--- config.mk ---
export PLATFORM = sky130hd
export DESIGN_NAME = ansi_sgr_attribute_decoder
export DESIGN_NICKNAME = d
export VERILOG_FILES = /design/src/sv/asgr_pkg.sv /design/src/sv/asgr_ram.sv /design/src/sv/asgr_cmdq.sv /design/src/sv/asgr_front.sv /design/src/sv/asgr_back.sv /design/src/sv/ansi_sgr_attribute_decoder.sv
export SDC_FILE = /design/constraint.sdc
export NUM_CORES = 2
export LEC_CHECK = 0
export BUFFER_PORTS_ARGS = -buffer_cell sky130_fd_sc_hd__buf_2
export CAP_MARGIN = 10
export CORE_AREA = 2 2 271 273
export DETAILED_ROUTE_END_ITERATION = 16
export DIE_AREA = 0 0 273 275
export PLACE_DENSITY = 0.69
export SYNTH_ARGS = -nofsm -noshare
export SYNTH_HDL_FRONTEND = slang
export SYNTH_HIERARCHICAL = 1
export SYNTH_SLANG_ARGS = --single-unit
--- constraint.sdc ---
create_clock -name clk -period 10.9 [get_ports clk]
set_clock_uncertainty 0.15 [all_clocks]
set_input_delay 0.545 -clock clk [delete_from_list [all_inputs] [get_ports clk]]
set_output_delay 0.545 -clock clk [all_outputs]
set_load 0.005 [all_outputs]
--- src/sv/asgr_pkg.sv ---
// Shared types, character codes and color-cube helpers for the SGR decoder.
package asgr_pkg;

  localparam logic [7:0] CH_ESC = 8'h1B;

  localparam int COLOR_BITS = 11;
  localparam int Q_DEPTH    = 4;
  localparam int Q_AW       = 2;

  typedef logic signed [COLOR_BITS-1:0] color_t;

  localparam color_t COLOR_DEFAULT = '1;

  localparam logic [2:0] STYLE_BOLD  = 3'b001;
  localparam logic [2:0] STYLE_ULINE = 3'b010;
  localparam logic [2:0] STYLE_REV   = 3'b100;

  typedef enum logic [1:0] {
    OP_NONE,
    OP_TEXT,
    OP_TEXT2,
    OP_WALK
  } op_t;

  // One command from the front to the back; clear returns attributes to default after it.
  typedef struct packed {
    op_t        op;
    logic [7:0] data;
    logic       clear;
  } cmd_t;

  function automatic logic [2:0] cube_step(input logic [7:0] v);
    if (v < 8'd48) begin
      return 3'd0;
    end else if (v < 8'd115) begin
      return 3'd1;
    end else if (v < 8'd155) begin
      return 3'd2;
    end else if (v < 8'd195) begin
      return 3'd3;
    end else if (v < 8'd235) begin
      return 3'd4;
    end
    return 3'd5;
  endfunction

  function automatic logic [7:0] cube_level(input logic [2:0] i);
    logic [7:0] lv;
    case (i)
      3'd0:    lv = 8'd0;
      3'd1:    lv = 8'd95;
      3'd2:    lv = 8'd135;
      3'd3:    lv = 8'd175;
      3'd4:    lv = 8'd215;
      default: lv = 8'd255;
    endcase
    return lv;
  endfunction

  function automatic logic [7:0] abs_diff(input logic [7:0] a, input logic [7:0] b);
    return (a >= b) ? (a - b) : (b - a);
  endfunction

endpackage

--- src/sv/asgr_ram.sv ---
// Generic single-write, single-read RAM with registered read data.
module asgr_ram #(
  parameter int WIDTH = 10,
  parameter int DEPTH = 16,
  localparam int AW = $clog2(DEPTH)
) (
  input  logic             clk,
  input  logic             we,
  input  logic [AW-1:0]    waddr,
  input  logic [WIDTH-1:0] wdata,
  input  logic [AW-1:0]    raddr,
  output logic [WIDTH-1:0] rdata
);

  logic [WIDTH-1:0] mem_r [DEPTH];

  always_ff @(posedge clk) begin
    if (we) begin
      mem_r[waddr] <= wdata;
    end
    rdata <= mem_r[raddr];
  end

endmodule

--- src/sv/asgr_cmdq.sv ---
// Short command queue between the byte scanner and the attribute engine.
module asgr_cmdq import asgr_pkg::*; (
  input  logic clk,
  input  logic rst_n,
  input  logic push,
  input  cmd_t din,
  output logic full,
  input  logic pop,
  output cmd_t dout,
  output logic empty
);

  cmd_t            mem_r [Q_DEPTH];
  logic [Q_AW-1:0] wptr_r, wptr_nxt;
  logic [Q_AW-1:0] rptr_r, rptr_nxt;
  logic [Q_AW:0]   cnt_r, cnt_nxt;
  logic            do_push, do_pop;

  assign full    = (cnt_r == (Q_AW+1)'(Q_DEPTH));
  assign empty   = (cnt_r == '0);
  assign dout    = mem_r[rptr_r];
  assign do_push = push && !full;
  assign do_pop  = pop && !empty;

  always_comb begin
    wptr_nxt = do_push ? wptr_r + 1'b1 : wptr_r;
    rptr_nxt = do_pop ? rptr_r + 1'b1 : rptr_r;
    cnt_nxt  = cnt_r;
    if (do_push && !do_pop) begin
      cnt_nxt = cnt_r + 1'b1;
    end else if (do_pop && !do_push) begin
      cnt_nxt = cnt_r - 1'b1;
    end
  end

  always_ff @(posedge clk) begin
    if (!rst_n) begin
      wptr_r <= '0;
      rptr_r <= '0;
      cnt_r  <= '0;
    end else begin
      wptr_r <= wptr_nxt;
      rptr_r <= rptr_nxt;
      cnt_r  <= cnt_nxt;
    end
    if (do_push) begin
      mem_r[wptr_r] <= din;
    end
  end

endmodule

--- src/sv/asgr_front.sv ---
// Byte scanner: tracks escape state, gathers CSI parameters and issues commands.
module asgr_front import asgr_pkg::*; #(
  parameter int MAX_PARAMS = 16,
  parameter int PARAM_BITS = 10,
  localparam int CW = $clog2(MAX_PARAMS + 1),
  localparam int AW = $clog2(MAX_PARAMS)
) (
  input  logic                  clk,
  input  logic                  rst_n,
  input  logic                  in_push,
  output logic                  in_full,
  input  logic [7:0]            in_byte,
  input  logic                  in_line_last,
  input  logic                  q_full,
  output logic                  q_push,
  output cmd_t                  q_data,
  input  logic                  walk_done,
  output logic [CW-1:0]         walk_count,
  output logic                  walk_dropped,
  output logic                  ram_we,
  output logic [AW-1:0]         ram_waddr,
  output logic [PARAM_BITS-1:0] ram_wdata
);

  localparam logic [7:0] CH_LBRACKET = 8'h5B;
  localparam logic [7:0] CH_SEMI     = 8'h3B;
  localparam logic [7:0] CH_FINAL_M  = 8'h6D;
  localparam logic [7:0] CH_ZERO     = 8'h30;
  localparam logic [7:0] CH_NINE     = 8'h39;
  localparam logic [PARAM_BITS-1:0] PARAM_SAT = '1;

  typedef enum logic [1:0] {
    M_TEXT = 2'd0,
    M_ESC  = 2'd1,
    M_CSI  = 2'd2
  } mode_t;

  mode_t                 mode_r, mode_nxt;
  logic [PARAM_BITS-1:0] accum_r, accum_nxt;
  logic                  seen_r, seen_nxt;
  logic [CW-1:0]         count_r, count_nxt;
  logic                  ovf_r, ovf_nxt;
  logic                  busy_r, busy_nxt;
  logic [CW-1:0]         walk_n_r, walk_n_nxt;
  logic                  walk_drop_r, walk_drop_nxt;

  logic                  accept;
  logic                  is_digit;
  logic                  room;
  logic [PARAM_BITS+3:0] acc_wide;

  // The parameter store belongs to the walk in flight; hold CSI bytes until it ends.
  assign in_full      = q_full || (busy_r && (mode_r == M_CSI));
  assign accept       = in_push && !in_full;
  assign is_digit     = (in_byte >= CH_ZERO) && (in_byte <= CH_NINE);
  assign room         = (count_r < CW'(MAX_PARAMS));
  assign acc_wide     = ({4'b0000, accum_r} << 3) + ({4'b0000, accum_r} << 1)
                      + {{PARAM_BITS{1'b0}}, in_byte[3:0]};
  assign walk_count   = walk_n_r;
  assign walk_dropped = walk_drop_r;

  always_comb begin
    mode_nxt      = mode_r;
    accum_nxt     = accum_r;
    seen_nxt      = seen_r;
    count_nxt     = count_r;
    ovf_nxt       = ovf_r;
    busy_nxt      = busy_r;
    walk_n_nxt    = walk_n_r;
    walk_drop_nxt = walk_drop_r;
    q_push        = 1'b0;
    q_data.op     = OP_NONE;
    q_data.data   = in_byte;
    q_data.clear  = in_line_last;
    ram_we        = 1'b0;
    ram_waddr     = count_r[AW-1:0];
    ram_wdata     = seen_r ? accum_r : '0;

    if (walk_done) begin
      busy_nxt = 1'b0;
    end

    if (accept) begin
      unique case (mode_r)
        M_CSI: begin
          if (is_digit) begin
            accum_nxt = (acc_wide[PARAM_BITS+3:PARAM_BITS] != 4'd0) ? PARAM_SAT
                                                                     : acc_wide[PARAM_BITS-1:0];
            seen_nxt  = 1'b1;
          end else begin
            if (room) begin
              ram_we    = 1'b1;
              count_nxt = count_r + 1'b1;
            end else begin
              ovf_nxt = 1'b1;
            end
            accum_nxt = '0;
            seen_nxt  = 1'b0;
            if (in_byte != CH_SEMI) begin
              mode_nxt = M_TEXT;
              if (in_byte == CH_FINAL_M) begin
                q_push        = 1'b1;
                q_data.op     = OP_WALK;
                walk_n_nxt    = room ? count_r + 1'b1 : count_r;
                walk_drop_nxt = ovf_r || !room;
                busy_nxt      = 1'b1;
              end
            end
          end
        end
        M_ESC: begin
          if (in_byte == CH_LBRACKET) begin
            mode_nxt  = M_CSI;
            accum_nxt = '0;
            seen_nxt  = 1'b0;
            count_nxt = '0;
            ovf_nxt   = 1'b0;
          end else begin
            q_push = 1'b1;
            if ((in_byte == CH_ESC) && !in_line_last) begin
              q_data.op = OP_TEXT;
            end else begin
              q_data.op = OP_TEXT2;
              mode_nxt  = M_TEXT;
            end
          end
        end
        default: begin
          if ((in_byte == CH_ESC) && !in_line_last) begin
            mode_nxt = M_ESC;
          end else begin
            q_push    = 1'b1;
            q_data.op = OP_TEXT;
          end
        end
      endcase

      // End of line: always send a command so the back end drops the attributes.
      if (in_line_last) begin
        q_push    = 1'b1;
        mode_nxt  = M_TEXT;
        accum_nxt = '0;
        seen_nxt  = 1'b0;
        count_nxt = '0;
        ovf_nxt   = 1'b0;
      end
    end
  end

  always_ff @(posedge clk) begin
    if (!rst_n) begin
      mode_r      <= M_TEXT;
      accum_r     <= '0;
      seen_r      <= 1'b0;
      count_r     <= '0;
      ovf_r       <= 1'b0;
      busy_r      <= 1'b0;
      walk_n_r    <= '0;
      walk_drop_r <= 1'b0;
    end else begin
      mode_r      <= mode_nxt;
      accum_r     <= accum_nxt;
      seen_r      <= seen_nxt;
      count_r     <= count_nxt;
      ovf_r       <= ovf_nxt;
      busy_r      <= busy_nxt;
      walk_n_r    <= walk_n_nxt;
      walk_drop_r <= walk_drop_nxt;
    end
  end

endmodule

--- src/sv/asgr_back.sv ---
// Attribute engine: walks stored SGR parameters, maps RGB colors, drives the result register.
module asgr_back import asgr_pkg::*; #(
  parameter int MAX_PARAMS = 16,
  parameter int PARAM_BITS = 10,
  localparam int CW = $clog2(MAX_PARAMS + 1),
  localparam int AW = $clog2(MAX_PARAMS)
) (
  input  logic                  clk,
  input  logic                  rst_n,
  input  logic                  q_empty,
  input  cmd_t                  q_data,
  output logic                  q_pop,
  input  logic [CW-1:0]         walk_count,
  input  logic                  walk_dropped,
  output logic                  walk_done,
  output logic [AW-1:0]         ram_raddr,
  input  logic [PARAM_BITS-1:0] ram_rdata,
  output logic                  out_empty,
  input  logic                  out_pop,
  output logic                  out_kind,
  output logic [7:0]            out_text_byte,
  output color_t                out_fg_color,
  output color_t                out_bg_color,
  output logic                  out_bold_on,
  output logic                  out_underline_on,
  output logic                  out_reverse_on,
  output logic                  out_params_dropped,
  output logic                  out_run_last
);

  localparam logic [PARAM_BITS-1:0] SGR_RESET     = PARAM_BITS'(0);
  localparam logic [PARAM_BITS-1:0] SGR_BOLD      = PARAM_BITS'(1);
  localparam logic [PARAM_BITS-1:0] SGR_ULINE     = PARAM_BITS'(4);
  localparam logic [PARAM_BITS-1:0] SGR_REV       = PARAM_BITS'(7);
  localparam logic [PARAM_BITS-1:0] SGR_BOLD_OFF  = PARAM_BITS'(22);
  localparam logic [PARAM_BITS-1:0] SGR_ULINE_OFF = PARAM_BITS'(24);
  localparam logic [PARAM_BITS-1:0] SGR_REV_OFF   = PARAM_BITS'(27);
  localparam logic [PARAM_BITS-1:0] SGR_FG_LO     = PARAM_BITS'(30);
  localparam logic [PARAM_BITS-1:0] SGR_FG_HI     = PARAM_BITS'(37);
  localparam logic [PARAM_BITS-1:0] SGR_FG_EXT    = PARAM_BITS'(38);
  localparam logic [PARAM_BITS-1:0] SGR_FG_DEF    = PARAM_BITS'(39);
  localparam logic [PARAM_BITS-1:0] SGR_BG_LO     = PARAM_BITS'(40);
  localparam logic [PARAM_BITS-1:0] SGR_BG_HI     = PARAM_BITS'(47);
  localparam logic [PARAM_BITS-1:0] SGR_BG_EXT    = PARAM_BITS'(48);
  localparam logic [PARAM_BITS-1:0] SGR_BG_DEF    = PARAM_BITS'(49);
  localparam logic [PARAM_BITS-1:0] SGR_FGB_LO    = PARAM_BITS'(90);
  localparam logic [PARAM_BITS-1:0] SGR_FGB_HI    = PARAM_BITS'(97);
  localparam logic [PARAM_BITS-1:0] SGR_BGB_LO    = PARAM_BITS'(100);
  localparam logic [PARAM_BITS-1:0] SGR_BGB_HI    = PARAM_BITS'(107);
  localparam logic [PARAM_BITS-1:0] EXT_INDEX     = PARAM_BITS'(5);
  localparam logic [PARAM_BITS-1:0] EXT_RGB       = PARAM_BITS'(2);
  localparam logic [PARAM_BITS-1:0] RGB_MAX       = PARAM_BITS'(255);

  typedef enum logic [3:0] {
    S_IDLE,
    S_TEXT2,
    S_FETCH,
    S_CODE,
    S_SEL,
    S_IDX,
    S_R,
    S_G,
    S_B,
    S_M1,
    S_M2,
    S_M3,
    S_M4,
    S_EMIT
  } state_t;

  state_t        state_r, state_nxt;
  logic [CW-1:0] p_r, p_nxt;
  logic          tgt_bg_r, tgt_bg_nxt;
  color_t        fg_r, fg_nxt;
  color_t        bg_r, bg_nxt;
  logic [2:0]    style_r, style_nxt;
  cmd_t          cmd_r, cmd_nxt;
  logic [7:0]    r_r, r_nxt, g_r, g_nxt, b_r, b_nxt;
  logic [2:0]    ir_r, ir_nxt, ig_r, ig_nxt, ib_r, ib_nxt;
  logic [7:0]    adr_r, adr_nxt, adg_r, adg_nxt, adb_r, adb_nxt;
  logic [7:0]    avg_r, avg_nxt;
  logic [4:0]    slot_r, slot_nxt;
  logic [7:0]    lvl_r, lvl_nxt;
  logic [17:0]   cdist_r, cdist_nxt;
  logic [17:0]   gdist_r, gdist_nxt;

  logic          ovalid_r, ovalid_nxt;
  logic          okind_r, okind_nxt;
  logic [7:0]    obyte_r, obyte_nxt;
  color_t        ofg_r, ofg_nxt;
  color_t        obg_r, obg_nxt;
  logic [2:0]    ostyle_r, ostyle_nxt;
  logic          odrop_r, odrop_nxt;
  logic          olast_r, olast_nxt;

  logic                  slot_free;
  logic [CW+2:0]         pw, nw, raddr_w;
  logic [PARAM_BITS-1:0] v;
  logic [6:0]            vlo;
  logic [7:0]            rd_clamp;
  logic [COLOR_BITS-1:0] rd_color;
  logic [9:0]            sum_rgb;
  logic [19:0]           avg_prod;
  logic [2:0]            ir_c, ig_c, ib_c;
  logic [7:0]            gray_off;
  logic [15:0]           slot_prod;
  logic [4:0]            slot_c;
  logic [7:0]            lvl_c;
  logic [17:0]           cdist_c, gdist_c;
  logic [7:0]            agr_c, agg_c, agb_c;
  logic [7:0]            map_idx;

  assign out_empty          = !ovalid_r;
  assign out_kind           = okind_r;
  assign out_text_byte      = obyte_r;
  assign out_fg_color       = ofg_r;
  assign out_bg_color       = obg_r;
  assign out_bold_on        = ostyle_r[0];
  assign out_underline_on   = ostyle_r[1];
  assign out_reverse_on     = ostyle_r[2];
  assign out_params_dropped = odrop_r;
  assign out_run_last       = olast_r;

  assign slot_free = !ovalid_r || out_pop;
  assign pw        = {3'b000, p_r};
  assign nw        = {3'b000, walk_count};
  assign v         = ram_rdata;
  assign vlo       = ram_rdata[6:0];
  assign rd_clamp  = (ram_rdata > RGB_MAX) ? 8'hFF : ram_rdata[7:0];
  assign rd_color  = COLOR_BITS'(ram_rdata);

  // RGB mapping datapath, one register stage per step.
  assign ir_c      = cube_step(r_r);
  assign ig_c      = cube_step(g_r);
  assign ib_c      = cube_step(b_r);
  assign sum_rgb   = {2'b00, r_r} + {2'b00, g_r} + {2'b00, b_r};
  assign avg_prod  = 20'(sum_rgb) * 20'd683;
  assign gray_off  = avg_r - 8'd3;
  assign slot_prod = 16'(gray_off) * 16'd205;
  assign slot_c    = (avg_r > 8'd238) ? 5'd23 : ((avg_r < 8'd3) ? 5'd0 : slot_prod[15:11]);
  assign lvl_c     = 8'(slot_c) * 8'd10 + 8'd8;
  assign cdist_c   = 18'(adr_r) * 18'(adr_r) + 18'(adg_r) * 18'(adg_r)
                   + 18'(adb_r) * 18'(adb_r);
  assign agr_c     = abs_diff(r_r, lvl_r);
  assign agg_c     = abs_diff(g_r, lvl_r);
  assign agb_c     = abs_diff(b_r, lvl_r);
  assign gdist_c   = 18'(agr_c) * 18'(agr_c) + 18'(agg_c) * 18'(agg_c)
                   + 18'(agb_c) * 18'(agb_c);
  assign map_idx   = (gdist_r < cdist_r) ? (8'd232 + 8'(slot_r))
                   : (8'd16 + 8'(ir_r) * 8'd36 + 8'(ig_r) * 8'd6 + 8'(ib_r));

  always_comb begin
    unique case (state_r)
      S_CODE:  raddr_w = pw + (CW+3)'(1);
      S_SEL:   raddr_w = pw + (CW+3)'(2);
      S_R:     raddr_w = pw + (CW+3)'(3);
      S_G:     raddr_w = pw + (CW+3)'(4);
      default: raddr_w = pw;
    endcase
    ram_raddr = raddr_w[AW-1:0];
  end

  always_comb begin
    state_nxt  = state_r;
    p_nxt      = p_r;
    tgt_bg_nxt = tgt_bg_r;
    fg_nxt     = fg_r;
    bg_nxt     = bg_r;
    style_nxt  = style_r;
    cmd_nxt    = cmd_r;
    r_nxt      = r_r;
    g_nxt      = g_r;
    b_nxt      = b_r;
    ir_nxt     = ir_r;
    ig_nxt     = ig_r;
    ib_nxt     = ib_r;
    adr_nxt    = adr_r;
    adg_nxt    = adg_r;
    adb_nxt    = adb_r;
    avg_nxt    = avg_r;
    slot_nxt   = slot_r;
    lvl_nxt    = lvl_r;
    cdist_nxt  = cdist_r;
    gdist_nxt  = gdist_r;
    ovalid_nxt = ovalid_r && !out_pop;
    okind_nxt  = okind_r;
    obyte_nxt  = obyte_r;
    ofg_nxt    = ofg_r;
    obg_nxt    = obg_r;
    ostyle_nxt = ostyle_r;
    odrop_nxt  = odrop_r;
    olast_nxt  = olast_r;
    q_pop      = 1'b0;
    walk_done  = 1'b0;

    unique case (state_r)
      S_IDLE: begin
        if (!q_empty) begin
          unique case (q_data.op)
            OP_TEXT: begin
              if (slot_free) begin
                q_pop      = 1'b1;
                ovalid_nxt = 1'b1;
                okind_nxt  = 1'b0;
                obyte_nxt  = q_data.data;
                ofg_nxt    = fg_r;
                obg_nxt    = bg_r;
                ostyle_nxt = style_r;
                odrop_nxt  = 1'b0;
                olast_nxt  = 1'b1;
                if (q_data.clear) begin
                  fg_nxt    = COLOR_DEFAULT;
                  bg_nxt    = COLOR_DEFAULT;
                  style_nxt = '0;
                end
              end
            end
            OP_TEXT2: begin
              // Lone escape goes out first, the byte after it follows.
              if (slot_free) begin
                q_pop      = 1'b1;
                cmd_nxt    = q_data;
                ovalid_nxt = 1'b1;
                okind_nxt  = 1'b0;
                obyte_nxt  = CH_ESC;
                ofg_nxt    = fg_r;
                obg_nxt    = bg_r;
                ostyle_nxt = style_r;
                odrop_nxt  = 1'b0;
                olast_nxt  = 1'b0;
                state_nxt  = S_TEXT2;
              end
            end
            OP_WALK: begin
              q_pop     = 1'b1;
              cmd_nxt   = q_data;
              p_nxt     = '0;
              state_nxt = S_FETCH;
            end
            OP_NONE: begin
              q_pop = 1'b1;
              if (q_data.clear) begin
                fg_nxt    = COLOR_DEFAULT;
                bg_nxt    = COLOR_DEFAULT;
                style_nxt = '0;
              end
            end
          endcase
        end
      end
      S_TEXT2: begin
        if (slot_free) begin
          ovalid_nxt = 1'b1;
          okind_nxt  = 1'b0;
          obyte_nxt  = cmd_r.data;
          ofg_nxt    = fg_r;
          obg_nxt    = bg_r;
          ostyle_nxt = style_r;
          odrop_nxt  = 1'b0;
          olast_nxt  = 1'b1;
          if (cmd_r.clear) begin
            fg_nxt    = COLOR_DEFAULT;
            bg_nxt    = COLOR_DEFAULT;
            style_nxt = '0;
          end
          state_nxt = S_IDLE;
        end
      end
      S_FETCH: begin
        state_nxt = (pw >= nw) ? S_EMIT : S_CODE;
      end
      S_CODE: begin
        p_nxt     = p_r + 1'b1;
        state_nxt = S_FETCH;
        if (v == SGR_RESET) begin
          fg_nxt    = COLOR_DEFAULT;
          bg_nxt    = COLOR_DEFAULT;
          style_nxt = '0;
        end else if (v == SGR_BOLD) begin
          style_nxt = style_r | STYLE_BOLD;
        end else if (v == SGR_ULINE) begin
          style_nxt = style_r | STYLE_ULINE;
        end else if (v == SGR_REV) begin
          style_nxt = style_r | STYLE_REV;
        end else if (v == SGR_BOLD_OFF) begin
          style_nxt = style_r & ~STYLE_BOLD;
        end else if (v == SGR_ULINE_OFF) begin
          style_nxt = style_r & ~STYLE_ULINE;
        end else if (v == SGR_REV_OFF) begin
          style_nxt = style_r & ~STYLE_REV;
        end else if ((v >= SGR_FG_LO) && (v <= SGR_FG_HI)) begin
          fg_nxt = {4'b0000, vlo - 7'd30};
        end else if ((v >= SGR_BG_LO) && (v <= SGR_BG_HI)) begin
          bg_nxt = {4'b0000, vlo - 7'd40};
        end else if ((v >= SGR_FGB_LO) && (v <= SGR_FGB_HI)) begin
          fg_nxt = {4'b0000, vlo - 7'd82};
        end else if ((v >= SGR_BGB_LO) && (v <= SGR_BGB_HI)) begin
          bg_nxt = {4'b0000, vlo - 7'd92};
        end else if (v == SGR_FG_DEF) begin
          fg_nxt = COLOR_DEFAULT;
        end else if (v == SGR_BG_DEF) begin
          bg_nxt = COLOR_DEFAULT;
        end else if ((v == SGR_FG_EXT) || (v == SGR_BG_EXT)) begin
          // Selector needs a following parameter; otherwise skip just this one.
          if (pw + (CW+3)'(1) < nw) begin
            p_nxt      = p_r;
            tgt_bg_nxt = (v == SGR_BG_EXT);
            state_nxt  = S_SEL;
          end
        end
      end
      S_SEL: begin
        if ((v == EXT_INDEX) && (pw + (CW+3)'(2) < nw)) begin
          state_nxt = S_IDX;
        end else if ((v == EXT_RGB) && (pw + (CW+3)'(4) < nw)) begin
          state_nxt = S_R;
        end else begin
          p_nxt     = p_r + 1'b1;
          state_nxt = S_FETCH;
        end
      end
      S_IDX: begin
        if (tgt_bg_r) begin
          bg_nxt = rd_color;
        end else begin
          fg_nxt = rd_color;
        end
        p_nxt     = p_r + CW'(3);
        state_nxt = S_FETCH;
      end
      S_R: begin
        r_nxt     = rd_clamp;
        state_nxt = S_G;
      end
      S_G: begin
        g_nxt     = rd_clamp;
        state_nxt = S_B;
      end
      S_B: begin
        b_nxt     = rd_clamp;
        state_nxt = S_M1;
      end
      S_M1: begin
        ir_nxt    = ir_c;
        ig_nxt    = ig_c;
        ib_nxt    = ib_c;
        adr_nxt   = abs_diff(r_r, cube_level(ir_c));
        adg_nxt   = abs_diff(g_r, cube_level(ig_c));
        adb_nxt   = abs_diff(b_r, cube_level(ib_c));
        avg_nxt   = avg_prod[18:11];
        state_nxt = S_M2;
      end
      S_M2: begin
        slot_nxt  = slot_c;
        lvl_nxt   = lvl_c;
        cdist_nxt = cdist_c;
        state_nxt = S_M3;
      end
      S_M3: begin
        gdist_nxt = gdist_c;
        state_nxt = S_M4;
      end
      S_M4: begin
        if (tgt_bg_r) begin
          bg_nxt = {3'b000, map_idx};
        end else begin
          fg_nxt = {3'b000, map_idx};
        end
        p_nxt     = p_r + CW'(5);
        state_nxt = S_FETCH;
      end
      S_EMIT: begin
        if (slot_free) begin
          ovalid_nxt = 1'b1;
          okind_nxt  = 1'b1;
          obyte_nxt  = 8'h00;
          ofg_nxt    = fg_r;
          obg_nxt    = bg_r;
          ostyle_nxt = style_r;
          odrop_nxt  = walk_dropped;
          olast_nxt  = 1'b1;
          walk_done  = 1'b1;
          if (cmd_r.clear) begin
            fg_nxt    = COLOR_DEFAULT;
            bg_nxt    = COLOR_DEFAULT;
            style_nxt = '0;
          end
          state_nxt = S_IDLE;
        end
      end
      default: begin
        state_nxt = S_IDLE;
      end
    endcase
  end

  always_ff @(posedge clk) begin
    if (!rst_n) begin
      state_r  <= S_IDLE;
      fg_r     <= COLOR_DEFAULT;
      bg_r     <= COLOR_DEFAULT;
      style_r  <= '0;
      ovalid_r <= 1'b0;
    end else begin
      state_r  <= state_nxt;
      fg_r     <= fg_nxt;
      bg_r     <= bg_nxt;
      style_r  <= style_nxt;
      ovalid_r <= ovalid_nxt;
    end
    p_r      <= p_nxt;
    tgt_bg_r <= tgt_bg_nxt;
    cmd_r    <= cmd_nxt;
    r_r      <= r_nxt;
    g_r      <= g_nxt;
    b_r      <= b_nxt;
    ir_r     <= ir_nxt;
    ig_r     <= ig_nxt;
    ib_r     <= ib_nxt;
    adr_r    <= adr_nxt;
    adg_r    <= adg_nxt;
    adb_r    <= adb_nxt;
    avg_r    <= avg_nxt;
    slot_r   <= slot_nxt;
    lvl_r    <= lvl_nxt;
    cdist_r  <= cdist_nxt;
    gdist_r  <= gdist_nxt;
    okind_r  <= okind_nxt;
    obyte_r  <= obyte_nxt;
    ofg_r    <= ofg_nxt;
    obg_r    <= obg_nxt;
    ostyle_r <= ostyle_nxt;
    odrop_r  <= odrop_nxt;
    olast_r  <= olast_nxt;
  end

endmodule

--- src/sv/ansi_sgr_attribute_decoder.sv ---
// A text byte passes through the command queue and the result register; the byte after a lone
// ESC follows it once the result slot is free. Throughput: one text byte per cycle while results
// are popped and no walk is running. An SGR 'm' walk runs fetch and code per parameter, adds
// select and index for 38/48;5;n, select, R, G, B and M1 to M4 for 38/48;2;r;g;b, then emits.
// CSI bytes of the next sequence wait while a walk is in progress; other bytes keep queueing.
// Reset (rst_n low, synchronous) empties both queues and sets default attributes.
module ansi_sgr_attribute_decoder import asgr_pkg::*; #(
  parameter int MAX_PARAMS = 16,
  parameter int PARAM_BITS = 10
) (
  input  logic       clk,
  input  logic       rst_n,
  input  logic       in_push,
  output logic       in_full,
  input  logic [7:0] in_byte,
  input  logic       in_line_last,
  output logic       out_empty,
  input  logic       out_pop,
  output logic       out_kind,
  output logic [7:0] out_text_byte,
  output color_t     out_fg_color,
  output color_t     out_bg_color,
  output logic       out_bold_on,
  output logic       out_underline_on,
  output logic       out_reverse_on,
  output logic       out_params_dropped,
  output logic       out_run_last
);

  localparam int CW = $clog2(MAX_PARAMS + 1);
  localparam int AW = $clog2(MAX_PARAMS);

  logic                  q_push, q_full, q_pop, q_empty;
  cmd_t                  q_wdata, q_rdata;
  logic                  walk_done, walk_dropped;
  logic [CW-1:0]         walk_count;
  logic                  ram_we;
  logic [AW-1:0]         ram_waddr, ram_raddr;
  logic [PARAM_BITS-1:0] ram_wdata, ram_rdata;

  asgr_front #(
    .MAX_PARAMS(MAX_PARAMS),
    .PARAM_BITS(PARAM_BITS)
  ) u_front (
    .clk          (clk),
    .rst_n        (rst_n),
    .in_push      (in_push),
    .in_full      (in_full),
    .in_byte      (in_byte),
    .in_line_last (in_line_last),
    .q_full       (q_full),
    .q_push       (q_push),
    .q_data       (q_wdata),
    .walk_done    (walk_done),
    .walk_count   (walk_count),
    .walk_dropped (walk_dropped),
    .ram_we       (ram_we),
    .ram_waddr    (ram_waddr),
    .ram_wdata    (ram_wdata)
  );

  asgr_ram #(
    .WIDTH(PARAM_BITS),
    .DEPTH(MAX_PARAMS)
  ) u_param_ram (
    .clk   (clk),
    .we    (ram_we),
    .waddr (ram_waddr),
    .wdata (ram_wdata),
    .raddr (ram_raddr),
    .rdata (ram_rdata)
  );

  asgr_cmdq u_cmdq (
    .clk   (clk),
    .rst_n (rst_n),
    .push  (q_push),
    .din   (q_wdata),
    .full  (q_full),
    .pop   (q_pop),
    .dout  (q_rdata),
    .empty (q_empty)
  );

  asgr_back #(
    .MAX_PARAMS(MAX_PARAMS),
    .PARAM_BITS(PARAM_BITS)
  ) u_back (
    .clk                (clk),
    .rst_n              (rst_n),
    .q_empty            (q_empty),
    .q_data             (q_rdata),
    .q_pop              (q_pop),
    .walk_count         (walk_count),
    .walk_dropped       (walk_dropped),
    .walk_done          (walk_done),
    .ram_raddr          (ram_raddr),
    .ram_rdata          (ram_rdata),
    .out_empty          (out_empty),
    .out_pop            (out_pop),
    .out_kind           (out_kind),
    .out_text_byte      (out_text_byte),
    .out_fg_color       (out_fg_color),
    .out_bg_color       (out_bg_color),
    .out_bold_on        (out_bold_on),
    .out_underline_on   (out_underline_on),
    .out_reverse_on     (out_reverse_on),
    .out_params_dropped (out_params_dropped),
    .out_run_last       (out_run_last)
  );

endmodule

==> impl_metrics.py <==
metrics = {
    "route": {
        "ant_nets": 0,
        "vias_per_cell": 5.60,
        "drt_wl_total_um": 86000,
        "route.detailed.drc": 0,
        "routedWlPerCell_um": 19.2,
        "drt_iter0_markers": 1783,
        "first_pass_iters": 6,
        "vias": 25000,
    },
    "outcome": {
        "status": "completed",
    },
    "setup_path": {
        "cp-end-kind": "flop",
        "cpMaxStageDelayCell": "edfxtp_1",
        "max_stage_delay_ns": 0.55,
        "cp_max_fo": 7,
        "cp.required_ns": 11.10,
        "critPathKind": "reg2reg",
        "path_common_cell": "fa_1",
        "cp.arrival_ns": 9.73,
        "start_kind": "flop",
    },
    "floorplan": {
        "die_area_mm2": 0.0751,
        "rows": 99,
        "initial_core_util_pct": 52.6,
        "coreArea_mm2": 0.0723,
        "die_x_um": 273,
        "die_y_um": 275,
        "ioPinCount": 51,
    },
    "sta": {
        "rsz0062_at_grt": "no",
        "fmax_ghz": 0.105,
        "drv_slew": 0,
        "min_period_ns": 9.53,
        "maxSlewHeadroom_pct": 20.8,
        "setup-tns-final_ns": 0,
        "tightest_slew_ns": 1.18,
        "setup_violations": 0,
        "hold_viol_final": 0,
        "timing.final.crit_share_pct": 87.4,
    },
    "synthesis": {
        "syn_area_mm2": 0.0380,
        "avgSynthCellArea_um2": 11.0,
        "synth-edff-count": 366,
        "synth_seq_cells": 441,
        "yosys_warnings": 6,
        "ys.flop_type": "edfxtp_1",
        "synthCells": 3446,
        "yosys.cell_types.count": 102,
        "synth_async_sr_flop_share_pct": 0,
        "synth_sequential_area_ratio_pct": 32.8,
        "synth_nets": 4246,
    },
    "global_route": {
        "grt.total_usage_pct": 23.4,
        "grt-ovfl-total": 0,
        "grt_pass1_wl_um": 137000,
        "grt_pass1_vias": 25500,
        "grt_antenna_before_repair": 0,
        "grt_max_degree": 56,
    },
    "pwr": {
        "leakage_nw": 18.2,
        "vdd_drop_max_uv": 671,
        "cellPowerDensity_mw_per_mm2": 216,
    },
    "cts": {
        "numCtsBuffers": 49,
        "postCtsSetupBuffers": 0,
        "cts_sinks": 441,
        "cts_tree": "yes",
        "clk_latency_ns": 0.61,
        "root_buffer": "clkbuf_16",
        "cts_resized": 0,
        "path_clk_slew_ns": 0.06,
        "cts_hold_buf": 0,
        "htreeDepth": 2,
        "cts_max_path_buffers": 3,
    },
    "layout": {
        "antennaDiodeCount": 0,
        "nets": 4272,
        "n_fill_cell": 6078,
        "final_cells": 4472,
        "multi_input_area_mm2": 0.0230,
        "syn_to_final_growth_pct": 7.51,
        "drive_above_1_share_pct": 7.06,
        "seq_area_mm2": 0.0125,
    },
    "placement": {
        "portBuffers": 50,
        "dp.cells": 4380,
        "gp_congestion": 0.906,
        "dp_hpwl_um": 67800,
    },
    "run": {
        "maxCapViolations": 0,
    },
    "worst_hold_path": {
        "worstHoldPathType": "in2reg",
    },
}
-- critical path: cells and delay by family (launching register included) --
family | cells | cell delay [ns]
compound gates | 9 | 2.14
xor+xnor | 2 | 0.34
fa+ha+maj | 10 | 4.41
buf+inv | 6 | 0.42
flops | 1 | 0.55
mux | 1 | 0.43
simple gates | 3 | 0.82
-- layout by cell type, fill, tap and decap left out, drive strengths merged, types with 90 or more instances in the layout --
master,n
a21oi,133
and2,105
edfxtp,366
fa,325
ha,462
inv,558
nand2,170
nor2,211
o21ai,90
xnor2,94
-- cell families (layout without fill, tap and decap cells) --
logic type	after synthesis	in the layout	synth area share, %
flip-flops	441	441	32.8
multiplexers	118	118	4.96
adder cells (fa/ha/maj)	787	787	32.3
buffers and inverters	653	720	6.76
XOR/XNOR	136	136	3.19
AO/OA/AOI/OAI	540	540	9.76
AND/OR/NAND/NOR	771	771	10.2
-- layer usage --
layer,vias up,GRT usage (%),share of wire [%]
met3,144,2.37,4.7
met4,0,8.50,3.7
li1,11900,-,-
met2,587,41.6,50
met1,12400,29.6,42
met5,-,0,0
-- worst paths after layout --
kind                                startpoint                     end  slack (ns)  cells past startpoint
worst max-delay path             u_back/r_r[1]      u_back/gdist_r[17]        1.37                     31
worst min-delay path                in_byte[7]      u_cmdq/mem_r[0][8]        0.05                      1
worst max register to register   u_back/r_r[1]      u_back/gdist_r[17]        1.37                     31
worst min register to register  u_back/bg_r[8]  u_back/out_bg_color[8]        0.29                      0
-- cell usage after synthesis (all sizes together), types with 20 or more instances --
library cell | instances | area [um^2]
inv | 553 | 2080
ha | 462 | 5780
edfxtp | 366 | 11000
fa | 325 | 6510
nor2 | 211 | 795
nand2 | 170 | 648
a21oi | 133 | 684
and2 | 105 | 657
xnor2 | 94 | 831
o21ai | 90 | 454
dfxtp | 75 | 1500
nor3 | 57 | 290
clkbuf | 53 | 199
a21o | 52 | 390
mux4 | 51 | 1190
mux2i | 48 | 480
nor2b | 44 | 275
buf | 43 | 283
xor2 | 42 | 383
nand3 | 33 | 165
and3 | 29 | 181
nand2b | 28 | 175
a31oi | 27 | 181
a22oi | 25 | 188
o21a | 23 | 173
nand4 | 21 | 131
a21boi | 20 | 150
-- area by class of cell --
type	instances	share of cell area, %
Multi-Input combinational cell	2352	56.3
Timing Repair Buffer	71	0.997
Sequential cell	441	30.5
Inverter	557	5.11
Clock buffer	58	3.08
Tap cell	959	2.93
Clock inverter	34	1.06
-- report_power, final --
group          switching (W)  internal [W]
Clock               0.000716       0.00101
Combinational        0.00281       0.00198
Sequential          0.000143       0.00219
Total                0.00367       0.00518
-- sequential cells by signal, summed over array words and instances, names as in the netlist, 9 cells and up, named ones only --
name	count
u_back/fg_r	11
u_back/cdist_r	18
u_param_ram/mem_r	160
u_back/bg_r	11
u_param_ram/rdata	10
u_front/accum_r	10
u_cmdq/mem_r	44
u_back/gdist_r	18
u_back/out_bg_color	11
u_back/out_fg_color	11
u_back/cmd_r	9
-- stage by stage --
| step | cell area, um^2 | setup slack (ns) | total power (W) | hold WS (ns) | util, % |
|---|---|---|---|---|---|
| 6_report | 40900 | 1.37 | 0.00885 | 0.0478 | 56.5 |
| 2_1_floorplan | 38000 | 2.19 | 0.00598 | 0.252 | - |
| 5_1_grt | 40900 | 0.677 | 0.00963 | 0.0346 | 56.5 |
| 3_3_place_gp | 39200 | 1.55 | 0.00710 | 0.277 | 54.2 |
| 4_1_cts | 40900 | 1.32 | 0.00894 | 0.0205 | 56.5 |
| 3_5_place_dp | 39200 | 1.40 | 0.00718 | 0.274 | 54.2 |
No activity file was read; power rests on OpenSTA's default activity.
